--- config.mk ---
export PLATFORM = sky130hd
export DESIGN_NAME = fifo_paired_resource_arbiter_top
export DESIGN_NICKNAME = d
export VERILOG_FILES = /design/src/hdl/fpra_pkg.sv /design/src/hdl/fpra_ctrl.sv /design/src/hdl/fpra_dp.sv /design/src/hdl/fifo_paired_resource_arbiter_top.sv
export SDC_FILE = /design/constraint.sdc
export NUM_CORES = 1
export LEC_CHECK = 0
export ABC_AREA = 1
export BUFFER_PORTS_ARGS = -buffer_cell sky130_fd_sc_hd__buf_2
export CAP_MARGIN = 20
export CORE_MARGIN = 3
export CORE_UTILIZATION = 56
export DETAILED_ROUTE_END_ITERATION = 8
export PLACE_DENSITY = 0.69
export SYNTH_ARGS = -nofsm -noshare
export SYNTH_HDL_FRONTEND = slang
export SYNTH_SLANG_ARGS = --single-unit
--- constraint.sdc ---
create_clock -name clk -period 5.26 [get_ports clk]
set_input_delay 0.526 -clock clk [delete_from_list [all_inputs] [get_ports clk]]
set_output_delay 0.526 -clock clk [all_outputs]
set_load 0.02 [all_outputs]
--- src/hdl/fpra_pkg.sv ---
`default_nettype none
// ----------------------------------------------------------------------------
// fpra_pkg
// Shared types, sizes and codes of the FIFO paired-resource arbiter.
// ----------------------------------------------------------------------------
package fpra_pkg;

  // Sizes of the arbiter.
  localparam int RESOURCE_COUNT = 16;
  localparam int QUEUE_DEPTH    = 16;
  localparam int MAX_RESULTS    = 16;

  // Fixed field widths.
  localparam int ID_W      = 8;
  localparam int IDX_W     = 4;
  localparam int RES_SLOTS = 1 << IDX_W;

  // Derived widths.
  localparam int QPTR_W = (QUEUE_DEPTH > 1) ? $clog2(QUEUE_DEPTH) : 1;
  localparam int CNT_W  = $clog2(QUEUE_DEPTH + 1);
  localparam int NRES_W = $clog2(MAX_RESULTS + 1);

  // Opcodes and result kinds.
  localparam logic OP_REQUEST  = 1'b0;
  localparam logic OP_RELEASE  = 1'b1;
  localparam logic KIND_GRANT  = 1'b0;
  localparam logic KIND_REJECT = 1'b1;

  // One waiting request.
  typedef struct packed {
    logic [ID_W-1:0]  id;
    logic [IDX_W-1:0] left;
    logic [IDX_W-1:0] right;
  } entry_t;

  // One result item, without its last marker.
  typedef struct packed {
    logic             kind;
    logic [ID_W-1:0]  id;
    logic [IDX_W-1:0] left;
    logic [IDX_W-1:0] right;
  } result_t;

  // Commands from the controller to the datapath.
  typedef struct packed {
    logic accept;
    logic grant;
    logic finish;
  } cmd_t;

  // Status from the datapath to the controller.
  typedef struct packed {
    logic can_grant;
  } stat_t;

  // Indices at or above RESOURCE_COUNT name no resource and are never marked.
  function automatic logic [RES_SLOTS-1:0] res_mask();
    logic [RES_SLOTS-1:0] m;
    for (int i = 0; i < RES_SLOTS; i++) begin
      m[i] = (i < RESOURCE_COUNT);
    end
    return m;
  endfunction

  function automatic logic [RES_SLOTS-1:0] res_bit(input logic [IDX_W-1:0] idx);
    return RES_SLOTS'(1) << idx;
  endfunction

  function automatic logic [QPTR_W-1:0] next_slot(input logic [QPTR_W-1:0] p);
    return (p == QPTR_W'(QUEUE_DEPTH - 1)) ? '0 : p + QPTR_W'(1);
  endfunction

endpackage
`default_nettype wire

--- src/hdl/fpra_ctrl.sv ---
`default_nettype none
// ----------------------------------------------------------------------------
// fpra_ctrl
// Sequencer: takes one item, then walks the grant cascade at the queue head.
// ----------------------------------------------------------------------------
module fpra_ctrl (
  input  wire logic           clk,
  input  wire logic           rst_n,
  input  wire logic           start,
  input  wire fpra_pkg::stat_t stat,
  output fpra_pkg::cmd_t      cmd,
  output logic                busy
);
  import fpra_pkg::*;

  typedef enum logic [2:0] {
    S_IDLE  = 3'b001,
    S_READ  = 3'b010,
    S_CHECK = 3'b100
  } state_t;

  state_t state_r;
  state_t state_nxt;

  always_comb begin
    state_nxt  = state_r;
    cmd.accept = 1'b0;
    cmd.grant  = 1'b0;
    cmd.finish = 1'b0;
    case (state_r)
      S_IDLE: begin
        if (start) begin
          cmd.accept = 1'b1;
          state_nxt  = S_READ;
        end
      end
      S_READ: begin
        // The head entry is read from the queue memory in this cycle.
        state_nxt = S_CHECK;
      end
      S_CHECK: begin
        if (stat.can_grant) begin
          cmd.grant = 1'b1;
          state_nxt = S_READ;
        end else begin
          cmd.finish = 1'b1;
          state_nxt  = S_IDLE;
        end
      end
      default: begin
        state_nxt = S_IDLE;
      end
    endcase
  end

  always_ff @(posedge clk) begin
    if (!rst_n) begin
      state_r <= S_IDLE;
    end else begin
      state_r <= state_nxt;
    end
  end

  assign busy = (state_r != S_IDLE);

  // A grant is always followed by a fresh read of the new head.
  a_grant_then_read: assert property (@(posedge clk) disable iff (!rst_n)
    cmd.grant |=> state_r == S_READ)
    else $error("grant not followed by head read");

  // Accept happens only while not busy.
  a_accept_idle: assert property (@(posedge clk) disable iff (!rst_n)
    cmd.accept |-> !busy && start)
    else $error("item taken while busy");

  // A finish always returns the sequencer to idle.
  a_finish_after_check: assert property (@(posedge clk) disable iff (!rst_n)
    cmd.finish |=> !busy)
    else $error("finish did not return to idle");

endmodule
`default_nettype wire

--- src/hdl/fpra_dp.sv ---
`default_nettype none
// ----------------------------------------------------------------------------
// fpra_dp
// Datapath: wait queue memory, resource busy marks, pointers and result regs.
// ----------------------------------------------------------------------------
module fpra_dp (
  input  wire logic                       clk,
  input  wire logic                       rst_n,
  input  wire fpra_pkg::cmd_t             cmd,
  output fpra_pkg::stat_t                 stat,
  input  wire logic                       in_opcode,
  input  wire logic [fpra_pkg::ID_W-1:0]  in_requester_id,
  input  wire logic [fpra_pkg::IDX_W-1:0] in_left_index,
  input  wire logic [fpra_pkg::IDX_W-1:0] in_right_index,
  output logic                            out_valid,
  output logic                            out_result_kind,
  output logic [fpra_pkg::ID_W-1:0]       out_granted_id,
  output logic [fpra_pkg::IDX_W-1:0]      out_granted_left,
  output logic [fpra_pkg::IDX_W-1:0]      out_granted_right,
  output logic                            out_last_result
);
  import fpra_pkg::*;

  localparam logic [RES_SLOTS-1:0] RES_MASK = res_mask();

  entry_t               mem [QUEUE_DEPTH];
  entry_t               rd_r;
  logic                 mem_we;
  entry_t               wr_entry;

  logic [RES_SLOTS-1:0] busy_r, busy_nxt;
  logic [QPTR_W-1:0]    head_r, head_nxt;
  logic [QPTR_W-1:0]    tail_r, tail_nxt;
  logic [CNT_W-1:0]     count_r, count_nxt;
  logic [NRES_W-1:0]    n_r, n_nxt;
  result_t              pend_r, pend_nxt;
  logic                 pend_v_r, pend_v_nxt;
  result_t              out_r, out_nxt;
  logic                 out_valid_r, out_valid_nxt;
  logic                 out_last_r, out_last_nxt;
  logic                 full;

  assign full     = (count_r == CNT_W'(QUEUE_DEPTH));
  assign wr_entry = '{id: in_requester_id, left: in_left_index, right: in_right_index};

  assign stat.can_grant = (count_r != '0) && (n_r != NRES_W'(MAX_RESULTS)) &&
                          !busy_r[rd_r.left] && !busy_r[rd_r.right];

  always_comb begin
    busy_nxt      = busy_r;
    head_nxt      = head_r;
    tail_nxt      = tail_r;
    count_nxt     = count_r;
    n_nxt         = n_r;
    pend_nxt      = pend_r;
    pend_v_nxt    = pend_v_r;
    out_nxt       = out_r;
    out_valid_nxt = 1'b0;
    out_last_nxt  = out_last_r;
    mem_we        = 1'b0;

    if (cmd.accept) begin
      n_nxt = '0;
      if (in_opcode == OP_REQUEST) begin
        if (full) begin
          pend_nxt   = '{kind: KIND_REJECT, id: in_requester_id, left: '0, right: '0};
          pend_v_nxt = 1'b1;
          n_nxt      = NRES_W'(1);
        end else begin
          mem_we    = 1'b1;
          tail_nxt  = next_slot(tail_r);
          count_nxt = count_r + CNT_W'(1);
        end
      end else begin
        busy_nxt = busy_r & ~(res_bit(in_left_index) | res_bit(in_right_index));
      end
    end

    // A result is held back one step so the last one of an item can be marked.
    if (cmd.grant) begin
      busy_nxt  = busy_r | ((res_bit(rd_r.left) | res_bit(rd_r.right)) & RES_MASK);
      head_nxt  = next_slot(head_r);
      count_nxt = count_r - CNT_W'(1);
      n_nxt     = n_r + NRES_W'(1);
      if (pend_v_r) begin
        out_valid_nxt = 1'b1;
        out_nxt       = pend_r;
        out_last_nxt  = 1'b0;
      end
      pend_nxt   = '{kind: KIND_GRANT, id: rd_r.id, left: rd_r.left, right: rd_r.right};
      pend_v_nxt = 1'b1;
    end

    if (cmd.finish) begin
      if (pend_v_r) begin
        out_valid_nxt = 1'b1;
        out_nxt       = pend_r;
        out_last_nxt  = 1'b1;
      end
      pend_v_nxt = 1'b0;
    end
  end

  always_ff @(posedge clk) begin
    if (mem_we) begin
      mem[tail_r] <= wr_entry;
    end
    rd_r <= mem[head_r];
  end

  always_ff @(posedge clk) begin
    if (!rst_n) begin
      busy_r      <= '0;
      head_r      <= '0;
      tail_r      <= '0;
      count_r     <= '0;
      n_r         <= '0;
      pend_v_r    <= 1'b0;
      out_valid_r <= 1'b0;
    end else begin
      busy_r      <= busy_nxt;
      head_r      <= head_nxt;
      tail_r      <= tail_nxt;
      count_r     <= count_nxt;
      n_r         <= n_nxt;
      pend_v_r    <= pend_v_nxt;
      out_valid_r <= out_valid_nxt;
    end
  end

  always_ff @(posedge clk) begin
    pend_r     <= pend_nxt;
    out_r      <= out_nxt;
    out_last_r <= out_last_nxt;
  end

  assign out_valid         = out_valid_r;
  assign out_result_kind   = out_r.kind;
  assign out_granted_id    = out_r.id;
  assign out_granted_left  = out_r.left;
  assign out_granted_right = out_r.right;
  assign out_last_result   = out_last_r;

  a_count_bound: assert property (@(posedge clk) disable iff (!rst_n)
    count_r <= CNT_W'(QUEUE_DEPTH))
    else $error("queue count beyond depth");

  a_grant_pops: assert property (@(posedge clk) disable iff (!rst_n)
    cmd.grant |=> count_r == $past(count_r) - CNT_W'(1))
    else $error("grant did not pop the queue");

  a_finish_drains: assert property (@(posedge clk) disable iff (!rst_n)
    cmd.finish |=> !pend_v_r && (out_valid_r == $past(pend_v_r)))
    else $error("pending result lost at end of item");

  a_grant_marks: assert property (@(posedge clk) disable iff (!rst_n)
    cmd.grant |=> (busy_r & ((res_bit($past(rd_r.left)) | res_bit($past(rd_r.right)))
                   & RES_MASK)) == ((res_bit($past(rd_r.left)) | res_bit($past(rd_r.right)))
                   & RES_MASK))
    else $error("granted resources not marked busy");

endmodule
`default_nettype wire

--- src/hdl/fifo_paired_resource_arbiter_top.sv ---
`default_nettype none
// ----------------------------------------------------------------------------
// fifo_paired_resource_arbiter_top
// Strict FIFO arbiter that grants pairs of shared resources to queued requests.
// ----------------------------------------------------------------------------
// An item is taken in the idle state; then each step of the cascade at the queue
// head is a registered head read followed by a check, and busy stays high until a
// check finds no grant. Each result strobes out_valid for one cycle; the last
// result of an item appears as busy falls. The receiver cannot stall.
// Synchronous reset empties the queue and frees every resource.
module fifo_paired_resource_arbiter_top (
  input  wire logic                       clk,
  input  wire logic                       rst_n,
  input  wire logic                       start,
  output logic                            busy,
  input  wire logic                       in_opcode,
  input  wire logic [fpra_pkg::ID_W-1:0]  in_requester_id,
  input  wire logic [fpra_pkg::IDX_W-1:0] in_left_index,
  input  wire logic [fpra_pkg::IDX_W-1:0] in_right_index,
  output logic                            out_valid,
  output logic                            out_result_kind,
  output logic [fpra_pkg::ID_W-1:0]       out_granted_id,
  output logic [fpra_pkg::IDX_W-1:0]      out_granted_left,
  output logic [fpra_pkg::IDX_W-1:0]      out_granted_right,
  output logic                            out_last_result
);
  import fpra_pkg::*;

  cmd_t  cmd;
  stat_t stat;

  fpra_ctrl u_ctrl (
    .clk   (clk),
    .rst_n (rst_n),
    .start (start),
    .stat  (stat),
    .cmd   (cmd),
    .busy  (busy)
  );

  fpra_dp u_dp (
    .clk               (clk),
    .rst_n             (rst_n),
    .cmd               (cmd),
    .stat              (stat),
    .in_opcode         (in_opcode),
    .in_requester_id   (in_requester_id),
    .in_left_index     (in_left_index),
    .in_right_index    (in_right_index),
    .out_valid         (out_valid),
    .out_result_kind   (out_result_kind),
    .out_granted_id    (out_granted_id),
    .out_granted_left  (out_granted_left),
    .out_granted_right (out_granted_right),
    .out_last_result   (out_last_result)
  );

endmodule
`default_nettype wire

* Word level (Yosys, flattened, before mapping) *
Memory sizes are Yosys's and may differ from the RTL's. A register that Yosys moved wholly into a read port is not among the register bits.
Cells that the tools add are included.

storage, ports and cells
  flip-flop bits (word level) = 74
  memory bits (writable) = 256
  input port bits = 20
  word-level logic and storage cells = 113
  memories = 1

operators by class
  $add $sub $neg = 5
  magnitude comparators = 2
  equal/unequal tests = 11
  shifts and indexed selects = 4
  multiplexer cells = 50
  bitwise gates (word level) = 8
  reductions and logical operators = 15

memory list
  memory    depth  width  read ports  clocked after memory_dff  write ports  RTL line       RTL
  u_dp.mem  16     16     1           1                         1            fpra_dp.sv:26  entry_t mem [QUEUE_DEPTH];

operator list
  operator                count
  $mux W16                7
  $mux W17                4
  $shl A1 B4 Y16 const A  4
  $or A16 B16 Y16         3
  $mux W5                 7
  $mux W1                 24
  $and A16 B16 Y16        1
  $not A16 Y16            1
  $reduce_and A3 Y1       4
  $add A5 B1 Y5 const B   2
  $lt A4 B5 Y1 const B    2
  $pmux W3 S3             1
  $add A4 B1 Y4 const B   2
  $bmux W1 S4             2
  $eq A4 B4 Y1 const B    2
  $mux W4                 2
  $reduce_bool A2 Y1      3
  $eq A5 B5 Y1 const B    1
  $ne A5 B5 Y1 const B    1
  $reduce_bool A5 Y1      1
  $sub A5 B1 Y5 const B   1
  $mux W2                 2
  $ne A2 B2 Y1 const B    2
  $eq A3 B1 Y1 const B    1
  10 further kinds        15

* Longest topological paths before layout *
Gate-level depths: netlist (run 1).

  word-level depth = 10
  mapped depth = 19
  depth with buffers taken out = 18

* Modules after synthesis *
Synthesis (run 1) repeated with hierarchy kept, for this count alone.

second synthesis, totals
  cell total of the unflattened synthesis = 1321
  area total of the unflattened synthesis = 14243.7 um^2

modules (own cells, without submodules)
  module     instances  cells each  area an instance (um^2)  sequential area each (um^2)
  fpra_dp    1          1295        14064.7                  9589.2
  fpra_ctrl  1          26          178.9                    60.1

* Worst setup path before layout (run 1) *
Ideal clock, no wire load.

  path kind = register to register
  from = register u_ctrl.state_r[2]
  to = register u_dp.count_r[4]
  library setup time = 0.116 ns
  data arrival time = 2.829 ns
  required time = 5.144 ns
  path slack = 2.315 ns
  stages on the path, launching flop included = 11
  buffers on the path = 2
  path through = dfxtp_1 > inv_1 > nor3_2 > nand3_4 > buf_8 > buf_6 > fa_1 > o21ai_0 > nand4_1 > a21oi_1 > nor2_1

on the way
  word-level cells in the longest chain between the ends = 4
  elaborated cells between the ends (all ways) = 9
  classes of those cells = eq/ne (4); mux (3); reduce/logical (2)

ends and longest elaborated chain
  item                                                  RTL line         RTL
  from (decl)                                           fpra_ctrl.sv:22  state_t state_r;
  from (signal assigned)                                fpra_ctrl.sv:60  state_r <= state_nxt;
  $eq A3 B3 Y1 / $eq A3 B1 Y1 (equally long branches)   fpra_ctrl.sv:30  case (state_r)
  $mux W2 / $mux W1 (equally long branches)             fpra_ctrl.sv:30
  $ne A2 B2 Y1 (no line), or another cell as far along  -
  $reduce_and A3 Y1 (no line)                           -
  to (signal assigned)                                  fpra_dp.sv:124   count_r <= count_nxt;
  to (decl)                                             fpra_dp.sv:34    logic [CNT_W-1:0] count_r, count_nxt;

Parallel ways exist; a longest one is shown, timed or not.
A chain may end at the register's enable or synchronous reset.

* Worst setup path in the final report (run 1) *
  from = register u_dp.rd_r[0] (netlist name)
  to = register u_dp.count_r[4]

on the way
  word-level cells in the longest chain between the ends = 8
  elaborated cells between the ends (all ways) = 11
  classes of those cells = eq/ne (2); mux (5); reduce/logical (4)

ends and longest elaborated chain
  item                                                  RTL line         RTL
  $bmux W1 S4 (*)                                       fpra_dp.sv:47    !busy_r[rd_r.left] && !busy_r[rd_r.right];
  $mux W1 (implied by the code) (*)                     fpra_dp.sv:47
  $logic_not A1 Y1 (*)                                  fpra_dp.sv:47
  $logic_and A1 B1 Y1 (*)                               fpra_dp.sv:47
  $mux W1 (*)                                           fpra_ctrl.sv:42  if (stat.can_grant) begin
  $mux W2 (*)                                           fpra_ctrl.sv:30
  $ne A2 B2 Y1 (no line), or another cell as far along  -
  $reduce_and A3 Y1 (no line)                           -

Every way passes the cells marked *; elsewhere a longest branch is shown, timed or not. The select of a mux whose other input is x is not followed.

==> Flow_metrics.wiki, run 1 <==
{| class="wikitable"
! Metric !! Value
|-
| Slew of the pin with the lowest slew margin || 1120 ps
|-
| Destination of the worst hold path || u_dp.mem[1][15]$_DFFE_PP_
|-
| Share of total power in sequential cells || 0.541
|-
| Number of cells produced by synthesis || roughly 1300
|-
| Via count of the first global-routing pass || a little under 10000
|-
| Top achievable clock speed || around 0.32 GHz
|-
| Start point of the worst min-delay path || in_requester_id[7]
|-
| Top cells by area, synth || sky130_fd_sc_hd__edfxtp_1 (60%), sky130_fd_sc_hd__dfxtp_1 (7.7%), sky130_fd_sc_hd__o21ai_0 (5.4%)
|-
| Final setup TNS || 0 ps
|-
| Portion of netlist area occupied by mux cells || 0
|-
| Minimum period implied by the final worst setup slack || roughly 3100 ps
|-
| CTS sink count || 346
|-
| First-pass GRT wire length || roughly 55000 µm
|-
| Worst ir drop on vdd || about 0.3 mV
|-
| Initial antenna violation count || 3
|-
| Final-report max-slew violation count || 0
|-
| Hold depth || 1
|-
| Layout filler cell count || 1945
|-
| Final cell area excluding filler cells || 0.0161 mm²
|-
| Count of buffers inserted at the top-level ports || 39
|-
| Die width || 167 µm
|-
| Fraction of registers with async set/reset || 0
|-
| Worst setup path category || register to register
|-
| Final-report hold violation count || 0
|-
| Post-synth EDFFs || 290
|-
| R2r startpoint || u_dp.rd_r[0]$_DFF_P_
|-
| Resized cells post-CTS || 0
|-
| Net total in the final layout || around 1400
|-
| Top Ports || 40
|-
| Setup violations, final || 0
|-
| Gpl congestion || between 0.9 and 1
|-
| Number of routed nets with antenna violations || 0
|-
| Area of placed instances || 0.0150 mm²
|-
| Placeable core region || ~0.025 mm²
|-
| Final period utilization || 0.596
|-
| Number of setup buffers added after CTS || 0
|-
| Compound-gate portion of the synthesized area || 0.120
|-
| Combinational family with the most area after synthesis || simple AND/OR/NAND/NOR gates
|-
| Post-Route Skew || ~9 ps
|-
| Status || completed
|-
| Final std cells w/o fill || between 1500 and 2000
|-
| Post-DP HPWL || 21200 µm
|-
| Post-CTS clock slew at the launch and capture registers of the worst setup and hold paths || ~60 ps
|-
| Unrepaired setup endpoints after global routing || false
|-
| Via count of the routed design || about 10000
|-
| Pin count of the biggest net entering global routing || 85
|-
| Total placed cells including tap cells || approximately 1600
|-
| Highest fanout seen on the critical path || 29
|-
| Sequential cell area fraction in the yosys report || 0.678
|-
| Share of layout cells above drive strength 1 || 0.114
|-
| Internal cell power || between 0.004 and 0.005 W
|-
| Max_slew headroom || 0.252
|-
| Total congestion overflow after global routing || 0
|-
| Average instance area after synthesis || ~11 µm²
|-
| Cell variety after synth || about 40
|-
| Worst hold-check slack || about 420 ps
|-
| Root buf cell || sky130_fd_sc_hd__clkbuf_16
|-
| Effective utilization at floorplan || 0.572
|-
| Netlist Area Pre-Place || 0.0145 mm²
|-
| Xor and xnor area share after synthesis || 0.00423
|-
| Clock latency on the worst-skew pair || 520 ps
|-
| Area share of fa/ha/maj cells after synthesis || 0.0109
|-
| Clock network fraction of total power || 0.429
|-
| Reg-to-reg endpoint || u_dp.count_r[4]$_SDFFE_PN0P_
|-
| Top-count cell post-synth || sky130_fd_sc_hd__edfxtp_1
|-
| Critical Path Sink Type || register
|-
| Worst setup slack for register-to-register paths || between 2000 and 2500 ps
|-
| Leading register cell type out of synthesis || sky130_fd_sc_hd__edfxtp_1
|-
| Req. time, crit path || around 5700 ps
|-
| Number of buffers inserted during clock tree synthesis || 36
|-
| Row count || 58
|-
| Power per unit of standard cell area || 345 mW/mm²
|-
| Hold_buf cts || 0
|-
| Post-detailed-route wirelength per cell || 21.6 µm
|-
| Post-synthesis sequential element count || roughly 350
|-
| Post-DR vias/cell || just over 6
|-
| Post-Route WL || about 36000 µm
|-
| Max_cap viols || 0
|-
| Area grow syn2layout || 11.0%
|-
| Combinational group share of total power || 0.030
|-
| Overall routing resource usage || 0.257
|-
| Arrival time at the worst endpoint || ~3500 ps
|-
| Worst-case reg-to-reg path depth || 15
|-
| Drc violations || 0
|-
| Commonest cells post-synth || sky130_fd_sc_hd__edfxtp_1 (290), sky130_fd_sc_hd__nand2_1 (197), sky130_fd_sc_hd__nor2_1 (173)
|-
| Drt first pass iters || 5
|-
| Worst min-delay path class || input port to register
|-
| Synthesized netlist net count || 1338
|-
| Ys Warns || 0
|-
| Crit path launch type || register
|-
| Leak Pwr || 5.58 nW
|-
| Total Die Area || about 0.028 mm²
|-
| Number of H-tree levels || 2
|-
| Die height || around 170 µm
|-
| Iter 0 DRT Violations || 1148
|-
| Biggest area consumer among synthesized cells || sky130_fd_sc_hd__edfxtp_1
|-
| Reported net switching power || roughly 0.0012 W
|-
| Area share of the leading cell type in the synthesized netlist || 0.601
|-
| Area share of and/or/nand/nor cells after synthesis || 0.146
|-
| Max Buffers Root-to-Sink || 3
|-
| Net switching share of the total power || 0.208
|-
| Clock tree from TritonCTS || built
|}
[final cells by class]
class / instances / area, µm² / area share
antenna: 1 / 2.50 / 0.000155
sequential: 346 / 9830 / 0.611
multi-input combinational: 820 / 4130 / 0.256
clock inverter: 14 / 105 / 0.00653
inverter: 59 / 224 / 0.0139
timing repair buffer: 66 / 402 / 0.0249
clock buffer: 52 / 992 / 0.0616
tap: 330 / 413 / 0.0256
[sequential cells by signal, indices dropped and copies added (netlist names), 3 cells and up, named ones only]
register        flops
u_dp.n_r            5
u_dp.head_r         4
u_dp.rd_r          16
u_dp.busy_r        16
u_dp.mem          256
u_dp.pend_r        17
u_dp.tail_r         4
u_dp.count_r        5
u_ctrl.state_r      3
[worst max-delay path, cell delays in order (launching register included)]
cell,delay [ps]
sky130_fd_sc_hd__dfxtp_1,580
sky130_fd_sc_hd__inv_2,140
sky130_fd_sc_hd__nor2_1,250
sky130_fd_sc_hd__nand2_1,80
sky130_fd_sc_hd__nand3_1,90
sky130_fd_sc_hd__nand3_1,100
sky130_fd_sc_hd__nand2_1,120
sky130_fd_sc_hd__inv_2,70
sky130_fd_sc_hd__nand3_4,90
sky130_fd_sc_hd__clkinv_2,340
sky130_fd_sc_hd__ha_1,490
sky130_fd_sc_hd__nand2_1,60
sky130_fd_sc_hd__o21ai_0,250
sky130_fd_sc_hd__nand4_1,150
sky130_fd_sc_hd__a21oi_1,160
sky130_fd_sc_hd__nor2_1,60
[per-layer routing]
layer  global-route usage  up-vias  wire [µm]
met5                    0        -          7
met4               0.0947        2       1220
met3               0.0475       93       3040
met2                0.410      480      17300
met1                0.357     4973      14800
li1                     -     4749          -
[worst max-delay path by stage]
| stage | from | to | slack, ps |
|---|---|---|---|
| floorplan | u_ctrl.state_r[2]$_SDFFE_PN0P_ | u_dp.count_r[4]$_SDFFE_PN0P_ | 2320 |
| global placement | u_dp.rd_r[0]$_DFF_P_ | u_dp.pend_v_r$_SDFFE_PP0P_ | 2180 |
| detailed placement | u_dp.rd_r[0]$_DFF_P_ | u_dp.pend_v_r$_SDFFE_PP0P_ | 2140 |
| CTS | u_dp.rd_r[0]$_DFF_P_ | u_dp.pend_v_r$_SDFFE_PP0P_ | 2120 |
| global route | u_dp.rd_r[0]$_DFF_P_ | u_dp.pend_v_r$_SDFFE_PP0P_ | 1850 |
| finish | u_dp.rd_r[0]$_DFF_P_ | u_dp.count_r[4]$_SDFFE_PN0P_ | 2130 |
[cell usage in the layout, fill, tap and decap left out, types with 8 or more instances in the layout]
| cell | Yosys | layout |
|---|---|---|
| sky130_fd_sc_hd__inv_1 | 46 | 44 |
| sky130_fd_sc_hd__a21oi_1 | 47 | 47 |
| sky130_fd_sc_hd__clkbuf_16 | 0 | 37 |
| sky130_fd_sc_hd__dfxtp_1 | 56 | 54 |
| sky130_fd_sc_hd__o22ai_1 | 40 | 40 |
| sky130_fd_sc_hd__o21ai_0 | 157 | 157 |
| sky130_fd_sc_hd__edfxtp_1 | 290 | 290 |
| sky130_fd_sc_hd__ha_1 | 11 | 11 |
| sky130_fd_sc_hd__nand3_1 | 85 | 85 |
| sky130_fd_sc_hd__o221ai_1 | 26 | 26 |
| sky130_fd_sc_hd__clkinv_1 | 8 | 12 |
| sky130_fd_sc_hd__nand2_1 | 197 | 197 |
| sky130_fd_sc_hd__buf_4 | 3 | 26 |
| sky130_fd_sc_hd__nor2_1 | 173 | 158 |
| sky130_fd_sc_hd__nor4_1 | 8 | 8 |
| sky130_fd_sc_hd__buf_2 | 9 | 39 |
| sky130_fd_sc_hd__nor3_1 | 14 | 13 |
| sky130_fd_sc_hd__clkbuf_1 | 61 | 14 |
| sky130_fd_sc_hd__clkinv_2 | 1 | 8 |
| sky130_fd_sc_hd__o41ai_1 | 10 | 10 |
| sky130_fd_sc_hd__nand4_1 | 12 | 12 |
| sky130_fd_sc_hd__nor2_2 | 2 | 17 |
[logic make-up (layout without fill, tap and decap cells)]
kind of cell	after synthesis	in the layout
simple gates	500	500
flops	346	346
compound gates	301	301
buf+inv	140	191
fa+ha+maj	12	12
xor+xnor	7	7
other cells	0	1
[stage by stage]
| stage | util | setup slack (ps) | total power (W) |
|---|---|---|---|
| final | 0.636 | 2130 | 0.00555 |
| after detailed placement | 0.592 | 2140 | 0.00323 |
| after CTS | 0.635 | 2120 | 0.00557 |
| after global placement | 0.592 | 2180 | 0.00322 |
| after floorplan | - | 2320 | 0.00315 |
| after global routing | 0.636 | 1850 | 0.00572 |
[power groups by stage]
stage | combinational (W) | clock, W | sequential, W
after floorplan | 0.0000966 | 0 | 0.00305
after global placement | 0.000164 | 0 | 0.00306
after detailed placement | 0.000165 | 0 | 0.00306
after CTS | 0.000166 | 0.00240 | 0.00300
after global routing | 0.000185 | 0.00254 | 0.00300
final | 0.000167 | 0.00238 | 0.00300
(Power assumes the default switching activity.)
==> run 2: changes to the inputs <==
clock period = 2.9 ns   (was 5.26 ns; I/O delays follow)
==> run 2 against run 1 <==
  * Power grew 89%
  * Design area grew 2.7%
  * Critical endpoint unchanged
  * Largest cell class unchanged
  * Largest power group unchanged
  * Routed wire length is 1.0% lower
  * Clock power rose by 99%
  * Sequential share of layout area decreased by 1.6 points
==> Flow_metrics.wiki, run 2 (synthesized netlist as in run 1, its figures left out) <==
{| class="wikitable"
! Metric !! Value
|-
| Hold_buf cts || 0 (unchanged)
|-
| Clock network fraction of total power || 0.452 (was 0.429)
|-
| Arrival time at the worst endpoint || 3060 ps (was 3540 ps)
|-
| Post-Route Skew || 18.4 ps (was 9.11 ps)
|-
| Final std cells w/o fill || 1715 (was 1688)
|-
| Final-report hold violation count || 0 (unchanged)
|-
| Leading cell type in the layout, fill and taps excluded || sky130_fd_sc_hd__edfxtp_1 (unchanged)
|-
| Overall routing resource usage || 0.254 (was 0.257)
|-
| Worst setup path category || register to register (unchanged)
|-
| Final setup TNS || 0 ps (unchanged)
|-
| Max_cap viols || 0 (unchanged)
|-
| Top Ports || 40 (unchanged)
|-
| Power per unit of standard cell area || 635 mW/mm² (was 345 mW/mm²)
|-
| Die width || 167 µm (unchanged)
|-
| Net total in the final layout || 1389 (was 1361)
|-
| Final-report max-slew violation count || 0 (unchanged)
|-
| Number of H-tree levels || 2 (unchanged)
|-
| Post-DP HPWL || 21700 µm (was 21200 µm)
|-
| Area grow syn2layout || 14.0% (was 11.0%)
|-
| Number of buffers inserted during clock tree synthesis || 36 (unchanged)
|-
| Number of setup buffers added after CTS || 0 (unchanged)
|-
| Post-detailed-route wirelength per cell || 21.0 µm (was 21.6 µm)
|-
| Share of layout cells above drive strength 1 || 0.139 (was 0.114)
|-
| Most frequent cells in the layout || sky130_fd_sc_hd__edfxtp_1 (290), sky130_fd_sc_hd__nand2_1 (197), sky130_fd_sc_hd__nor2_1 (158) (unchanged)
|-
| Clock latency on the worst-skew pair || 520 ps (about the same)
|-
| Diode count || 0 (was 1)
|-
| Via count of the first global-routing pass || 9755 (was 9668)
|-
| Pin count of the biggest net entering global routing || 131 (was 85)
|-
| Post-DR vias/cell || 5.98 (was 6.10)
|-
| Drc violations || 0 (unchanged)
|-
| Final period utilization || 0.913 (was 0.596)
|-
| Total Die Area || 0.0279 mm² (unchanged)
|-
| Row count || 58 (unchanged)
|-
| Worst setup slack for register-to-register paths || 250 ps (was 2130 ps)
|-
| Internal cell power || 0.00839 W (was 0.00439 W)
|-
| Share of total power in sequential cells || 0.518 (was 0.541)
|-
| Crit path launch type || register (unchanged)
|-
| Count of buffers inserted at the top-level ports || 39 (unchanged)
|-
| Placeable core region || 0.0253 mm² (unchanged)
|-
| Effective utilization at floorplan || 0.572 (unchanged)
|-
| Post-CTS clock slew at the launch and capture registers of the worst setup and hold paths || 60 ps (about the same)
|-
| Max Buffers Root-to-Sink || 3 (unchanged)
|-
| Buffers & Inverters on Critical Path || 2 (was 3)
|-
| Status || completed (unchanged)
|-
| Start point of the worst min-delay path || in_requester_id[6] (was in_requester_id[7])
|-
| CP max stage cell || sky130_fd_sc_hd__dfxtp_2 (was sky130_fd_sc_hd__dfxtp_1)
|-
| Setup violations, final || 0 (unchanged)
|-
| R2r startpoint || u_dp.rd_r[0]$_DFF_P_ (unchanged)
|-
| Post-Route WL || 36000 µm (was 36400 µm)
|-
| Die height || 167 µm (unchanged)
|-
| Gpl congestion || 0.919 (was 0.937)
|-
| Cell-by-cell listing of the critical path || nor2_1, a21oi_1, nand3_1, nand3_1, nand2_1, inv_2, nand3_4, clkinv_2, ha_1, nand2_1, o21ai_0, nand4_1, a21oi_1, nor2_1 (was inv_2, nor2_1, nand2_1, nand3_1, nand3_1, nand2_1, inv_2, nand3_4, clkinv_2, ha_1, nand2_1, o21ai_0, nand4_1, a21oi_1, nor2_1)
|-
| Critical Path Sink Type || register (unchanged)
|-
| Highest fanout seen on the critical path || 13 (was 29)
|-
| Dominant delay contributor by cell family on the critical path || simple AND/OR/NAND/NOR gates (unchanged)
|-
| Clock tree from TritonCTS || built (unchanged)
|-
| Combinational group share of total power || 0.030 (about the same)
|-
| CP Launch Point || u_dp.rd_r[0]$_DFF_P_ (unchanged)
|-
| Via count of the routed design || 10300 (about the same)
|-
| Number of routed nets with antenna violations || 0 (unchanged)
|-
| Registers with the most flip-flops || u_dp.mem x256, u_dp.pend_r x17 (unchanged)
|-
| Slew of the pin with the lowest slew margin || 945 ps (was 1120 ps)
|-
| Worst ir drop on vdd || 0.548 mV (was 0.305 mV)
|-
| Minimum period implied by the final worst setup slack || 2650 ps (was 3130 ps)
|-
| Max FFs per register || 256 (unchanged)
|-
| Unrepaired setup endpoints after global routing || false (unchanged)
|-
| Iter 0 DRT Violations || 1079 (was 1148)
|-
| Leak Pwr || 5.82 nW (was 5.58 nW)
|-
| Initial antenna violation count || 0 (was 3)
|-
| Drt first pass iters || 6 (was 5)
|-
| Req. time, crit path || 3320 ps (was 5670 ps)
|-
| Critical Path Max Stage Delay || 390 ps (was 580 ps)
|-
| Register with the highest flop count || u_dp.mem (unchanged)
|-
| Root buf cell || sky130_fd_sc_hd__clkbuf_16 (unchanged)
|-
| Top achievable clock speed || 0.378 GHz (was 0.319 GHz)
|-
| CTS sink count || 346 (unchanged)
|-
| First-pass GRT wire length || 55300 µm (was 55500 µm)
|-
| Total congestion overflow after global routing || 0 (unchanged)
|-
| Worst min-delay path class || input port to register (unchanged)
|-
| Reported net switching power || 0.00212 W (was 0.00115 W)
|-
| Net switching share of the total power || 0.202 (was 0.208)
|-
| Total placed cells including tap cells || 1649 (was 1620)
|-
| Max_slew headroom || 0.368 (was 0.252)
|}
run 2: changes by cell type in the layout (fill, tap and decap cells not counted), sizes merged:
cell / delta
buf: +28
bufinv: +2
clkbuf: +2
clkinv: -2
inv: -2
diode: -1
run 2: cell type report:
class	count	area, µm²
flip-flops and latches	346	9840
fillers	1930	8800
multi-input cells	820	4130
clock buffers	54	1090
repair buffers	94	683
well taps	330	413
inverters	59	224
clock inverters	12	154
run 2: stage by stage:
stage | total power, W | hold slack [ps] | area [µm²] | utilization | setup slack, ps
final | 0.0105 | 164 | 16500 | 0.653 | 252
after global routing | 0.0108 | 179 | 16500 | 0.653 | 20.5
after CTS | 0.0106 | 154 | 16500 | 0.653 | 158
after detailed placement | 0.00586 | 464 | 15300 | 0.603 | 164
after global placement | 0.00586 | 452 | 15300 | 0.603 | 323
after floorplan | 0.00571 | 389 | 14500 | - | 135
run 2: per-layer routing:
| layer | routed length (µm) | vias up | GRT usage |
|---|---|---|---|
| li1 | - | 4801 | - |
| met1 | 15200 | 4946 | 0.357 |
| met2 | 17000 | 411 | 0.403 |
| met3 | 2400 | 93 | 0.0363 |
| met4 | 1360 | 0 | 0.103 |
| met5 | 0 | - | 0 |
run 2: worst paths after layout:
kind / end / cells past startpoint
max: u_dp.count_r[4]$_SDFFE_PN0P_ / 14
min reg2reg: u_dp.busy_r[0]$_SDFFE_PN0P_ / 2
min: u_dp.mem[5][14]$_DFFE_PP_ / 1
max reg2reg: u_dp.count_r[4]$_SDFFE_PN0P_ / 14
run 2: power by group through the flow:
stage          Sequential (W)  Combinational [W]  Clock [W]
4_1_cts               0.00544           0.000318    0.00482
6_report              0.00544           0.000319    0.00474
2_1_floorplan         0.00554           0.000175          0
3_3_place_gp          0.00554           0.000312          0
3_5_place_dp          0.00555           0.000316          0
5_1_grt               0.00544           0.000355    0.00501
run 2: timing repair:
item	4_1_cts	5_1_grt
resized for setup	0	1
endpoints found under the setup margin	0	1
endpoints found under the hold margin	0	0
==> run 3: changes to the inputs <==
SETUP_SLACK_MARGIN = 0.5   (was not set)
==> run 3 against run 2 <==
  * Core utilization is essentially flat
  * Final cell count grew 0.17%
  * Clock power shrank 13%
  * First-iteration DRC count grew 21%
  * Count of clock-buffer cells in the layout shrank 6
  * Design area is essentially flat
  * Largest cell class unchanged
  * Largest power group unchanged
==> Flow_metrics.wiki, run 3 (synthesized netlist as in run 1, its figures left out) <==
{| class="wikitable"
! Metric !! Value
|-
| Status || completed (unchanged)
|-
| Final-report hold violation count || 0 (unchanged)
|-
| Die width || 167 µm (unchanged)
|-
| Root buf cell || sky130_fd_sc_hd__clkbuf_16 (unchanged)
|-
| Leak Pwr || 5.76 nW (was 5.82 nW)
|-
| Max FFs per register || 256 (unchanged)
|-
| Layout filler cell count || 1974 (was 1930)
|-
| Count of buffers inserted at the top-level ports || 39 (unchanged)
|-
| Most Used Layer, Global Route || met2 (unchanged)
|-
| Slew of the pin with the lowest slew margin || 656 ps (was 945 ps)
|-
| Global routing met1 resource utilization || 0.369 (was 0.357)
|-
| Number of H-tree levels || 2 (unchanged)
|-
| Cell type with the highest occurrence count on the critical path || sky130_fd_sc_hd__nand2_1
|-
| Power per unit of standard cell area || 601 mW/mm² (was 635 mW/mm²)
|-
| Leading cell type in the layout, fill and taps excluded || sky130_fd_sc_hd__edfxtp_1 (unchanged)
|-
| Clock latency on the worst-skew pair || 510 ps (was 520 ps)
|-
| Met2 Track Usage GR || 0.395 (was 0.403)
|-
| Post-DR vias/cell || 6.00 (was 5.98)
|-
| Total congestion overflow after global routing || 0 (unchanged)
|-
| Max Buffers Root-to-Sink || 3 (unchanged)
|-
| Effective utilization at floorplan || 0.572 (unchanged)
|-
| Minimum period implied by the final worst setup slack || 2310 ps (was 2650 ps)
|-
| Final period utilization || 0.797 (was 0.913)
|-
| Overall routing resource usage || 0.250 (was 0.254)
|-
| Die height || 167 µm (unchanged)
|-
| Req. time, crit path || 3290 ps (was 3320 ps)
|-
| Total Die Area || 0.0279 mm² (unchanged)
|-
| Final std cells w/o fill || 1718 (was 1715)
|-
| Critical Path Sink Type || register (unchanged)
|-
| Pin count of the biggest net entering global routing || 125 (was 131)
|-
| Drt first pass iters || 5 (was 6)
|-
| Cell-by-cell listing of the critical path || buf_4, nand2_1, nand2_1, nand2_1, nand3_1, nand3_1, nand2_2, inv_4, nand3_4, clkinv_4, buf_4, ha_1, nand3_1, nand2_1, xor2_1, nor2_1, nor2_1 (was nor2_1, a21oi_1, nand3_1, nand3_1, nand2_1, inv_2, nand3_4, clkinv_2, ha_1, nand2_1, o21ai_0, nand4_1, a21oi_1, nor2_1)
|-
| Net switching share of the total power || 0.210 (was 0.202)
|-
| Combinational group share of total power || 0.035 (was 0.030)
|-
| Max_cap viols || 0 (unchanged)
|-
| Met3 track demand over resource || 0.0385 (was 0.0363)
|-
| Highest fanout seen on the critical path || 8 (was 13)
|-
| Top Ports || 40 (unchanged)
|-
| Drc violations || 0 (unchanged)
|-
| Worst setup slack for register-to-register paths || 590 ps (was 250 ps)
|-
| Final core utilization || 0.652 (was 0.653)
|-
| Post-DP HPWL || 21400 µm (was 21700 µm)
|-
| CTS sink count || 346 (unchanged)
|-
| Reg-to-reg endpoint || u_dp.count_r[3]$_SDFFE_PN0P_ (was u_dp.count_r[4]$_SDFFE_PN0P_)
|-
| Crit path launch type || register (unchanged)
|-
| Share of layout cells above drive strength 1 || 0.156 (was 0.139)
|-
| Area grow syn2layout || 13.9% (was 14.0%)
|-
| Critical Path Max Stage Delay || 400 ps (was 390 ps)
|-
| Worst-case reg-to-reg path depth || 17 (was 14)
|-
| Gpl congestion || 0.934 (was 0.919)
|-
| Placeable core region || 0.0253 mm² (unchanged)
|-
| Worst ir drop on vdd || 0.542 mV (was 0.548 mV)
|-
| Initial antenna violation count || 2 (was 0)
|-
| Iter 0 DRT Violations || 1301 (was 1079)
|-
| R2r startpoint || u_dp.rd_r[4]$_DFF_P_ (was u_dp.rd_r[0]$_DFF_P_)
|-
| Final setup TNS || 0 ps (unchanged)
|-
| Via count of the routed design || 10300 (about the same)
|-
| Row count || 58 (unchanged)
|-
| Setup violations, final || 0 (unchanged)
|-
| Setup ws final || 588 ps (was 252 ps)
|-
| Via count of the first global-routing pass || 9439 (was 9755)
|-
| First-pass GRT wire length || 54800 µm (was 55300 µm)
|-
| Max_slew headroom || 0.563 (was 0.368)
|-
| Clock tree from TritonCTS || built (unchanged)
|-
| Clock network fraction of total power || 0.417 (was 0.452)
|-
| Total placed cells including tap cells || 1637 (was 1649)
|-
| Arrival time at the worst endpoint || 2700 ps (was 3060 ps)
|-
| CP max stage cell || sky130_fd_sc_hd__dfxtp_4 (was sky130_fd_sc_hd__dfxtp_2)
|-
| Hold_buf cts || 0 (unchanged)
|-
| Internal cell power || 0.00784 W (was 0.00839 W)
|-
| Post-Route WL || 36300 µm (was 36000 µm)
|-
| Pre-CTS setup slack || 178 ps (was 164 ps)
|-
| Worst setup path category || register to register (unchanged)
|-
| Hold depth || 1 (unchanged)
|-
| Number of routed nets with antenna violations || 0 (unchanged)
|-
| Reported net switching power || 0.00209 W (was 0.00212 W)
|-
| Worst hold-check slack || 192 ps (was 164 ps)
|-
| Post-CTS clock slew at the launch and capture registers of the worst setup and hold paths || 60 ps (about the same)
|-
| CP Launch Point || u_dp.rd_r[4]$_DFF_P_ (was u_dp.rd_r[0]$_DFF_P_)
|-
| Worst min-delay path class || input port to register (unchanged)
|-
| Post-Route Skew || 13.6 ps (was 18.4 ps)
|-
| Unrepaired setup endpoints after global routing || true (was false)
|-
| Final-report max-slew violation count || 0 (unchanged)
|-
| Net total in the final layout || 1394 (was 1389)
|-
| Most frequent cells in the layout || sky130_fd_sc_hd__edfxtp_1 (290), sky130_fd_sc_hd__nand2_1 (188), sky130_fd_sc_hd__nor2_1 (154) (was sky130_fd_sc_hd__edfxtp_1 (290), sky130_fd_sc_hd__nand2_1 (197), sky130_fd_sc_hd__nor2_1 (158))
|-
| Register with the highest flop count || u_dp.mem (unchanged)
|-
| Endpoint of the most critical setup path || u_dp.count_r[3]$_SDFFE_PN0P_ (was u_dp.count_r[4]$_SDFFE_PN0P_)
|-
| Registers with the most flip-flops || u_dp.mem x256, u_dp.pend_r x17 (unchanged)
|-
| Number of buffers inserted during clock tree synthesis || 35 (was 36)
|-
| Top achievable clock speed || 0.432 GHz (was 0.378 GHz)
|-
| Post-detailed-route wirelength per cell || 21.1 µm (was 21.0 µm)
|-
| Share of total power in sequential cells || 0.548 (was 0.518)
|}
run 3: changes by cell type in the layout (fill, tap and decap cells not counted), moves of 6 or more:
| cell | delta |
|---|---|
| sky130_fd_sc_hd__nand2_1 | -9 |
| sky130_fd_sc_hd__nand2_2 | +9 |
| sky130_fd_sc_hd__dfxtp_1 | -7 |
| sky130_fd_sc_hd__clkbuf_8 | -6 |
| sky130_fd_sc_hd__clkinv_1 | +6 |
run 3: routing by layer:
metal	part of all wire	wire length, µm	vias up
met5	0	0	-
met4	0.023	841	0
met3	0.078	2820	75
met2	0.48	17400	441
met1	0.42	15200	4973
li1	-	-	4818
run 3: power by group through the flow:
stage | Sequential [W] | Clock (W) | Combinational, W
6_report | 0.00544 | 0.00414 | 0.000352
3_5_place_dp | 0.00555 | 0 | 0.000318
4_1_cts | 0.00544 | 0.00418 | 0.000322
3_3_place_gp | 0.00555 | 0 | 0.000314
2_1_floorplan | 0.00554 | 0 | 0.000175
5_1_grt | 0.00544 | 0.00441 | 0.000385
run 3: through the flow:
stage / power, W / area [µm²]
6_report: 0.00993 / 16500
3_3_place_gp: 0.00586 / 15200
2_1_floorplan: 0.00571 / 14500
5_1_grt: 0.0102 / 16500
3_5_place_dp: 0.00587 / 15200
4_1_cts: 0.00994 / 16300
run 3: critical path, delay by kind of cell (launching register included):
kind | cells | cell delay, ps
AND/OR/NAND/NOR | 11 | 940
buffers and inverters | 4 | 450
flip-flops | 1 | 400
adder cells (fa/ha/maj) | 1 | 270
XOR/XNOR | 1 | 140
run 3: timing repair:
item / CTS / global route
pin swaps: 1 / 23
gates resized for setup: 15 / 45
setup buffers: 0 / 18
setup endpoints to repair: 11 / 234
run 3: area by class of cell:
cell class | count | area (µm²) | area share
well taps | 330 | 413 | 0.0250
clock buffers | 48 | 925 | 0.0560
diodes | 1 | 2.50 | 0.000151
multi-input cells | 820 | 4260 | 0.258
inverters | 59 | 235 | 0.0142
repair buffers | 100 | 718 | 0.0435
clock inverters | 14 | 110 | 0.00667
flip-flops and latches | 346 | 9860 | 0.597
run 3: worst min path at each step:
| stage | start | to | slack [ps] |
|---|---|---|---|
| after floorplan | in_right_index[0] | u_dp.mem[0][0]$_DFFE_PP_ | 390 |
| after global placement | u_dp.busy_r[0]$_SDFFE_PN0P_ | u_dp.busy_r[0]$_SDFFE_PN0P_ | 450 |
| after detailed placement | u_dp.busy_r[0]$_SDFFE_PN0P_ | u_dp.busy_r[0]$_SDFFE_PN0P_ | 460 |
| after CTS | in_requester_id[6] | u_dp.mem[8][14]$_DFFE_PP_ | 170 |
| after global routing | in_requester_id[5] | u_dp.mem[6][13]$_DFFE_PP_ | 200 |
| final | in_requester_id[6] | u_dp.mem[13][14]$_DFFE_PP_ | 190 |
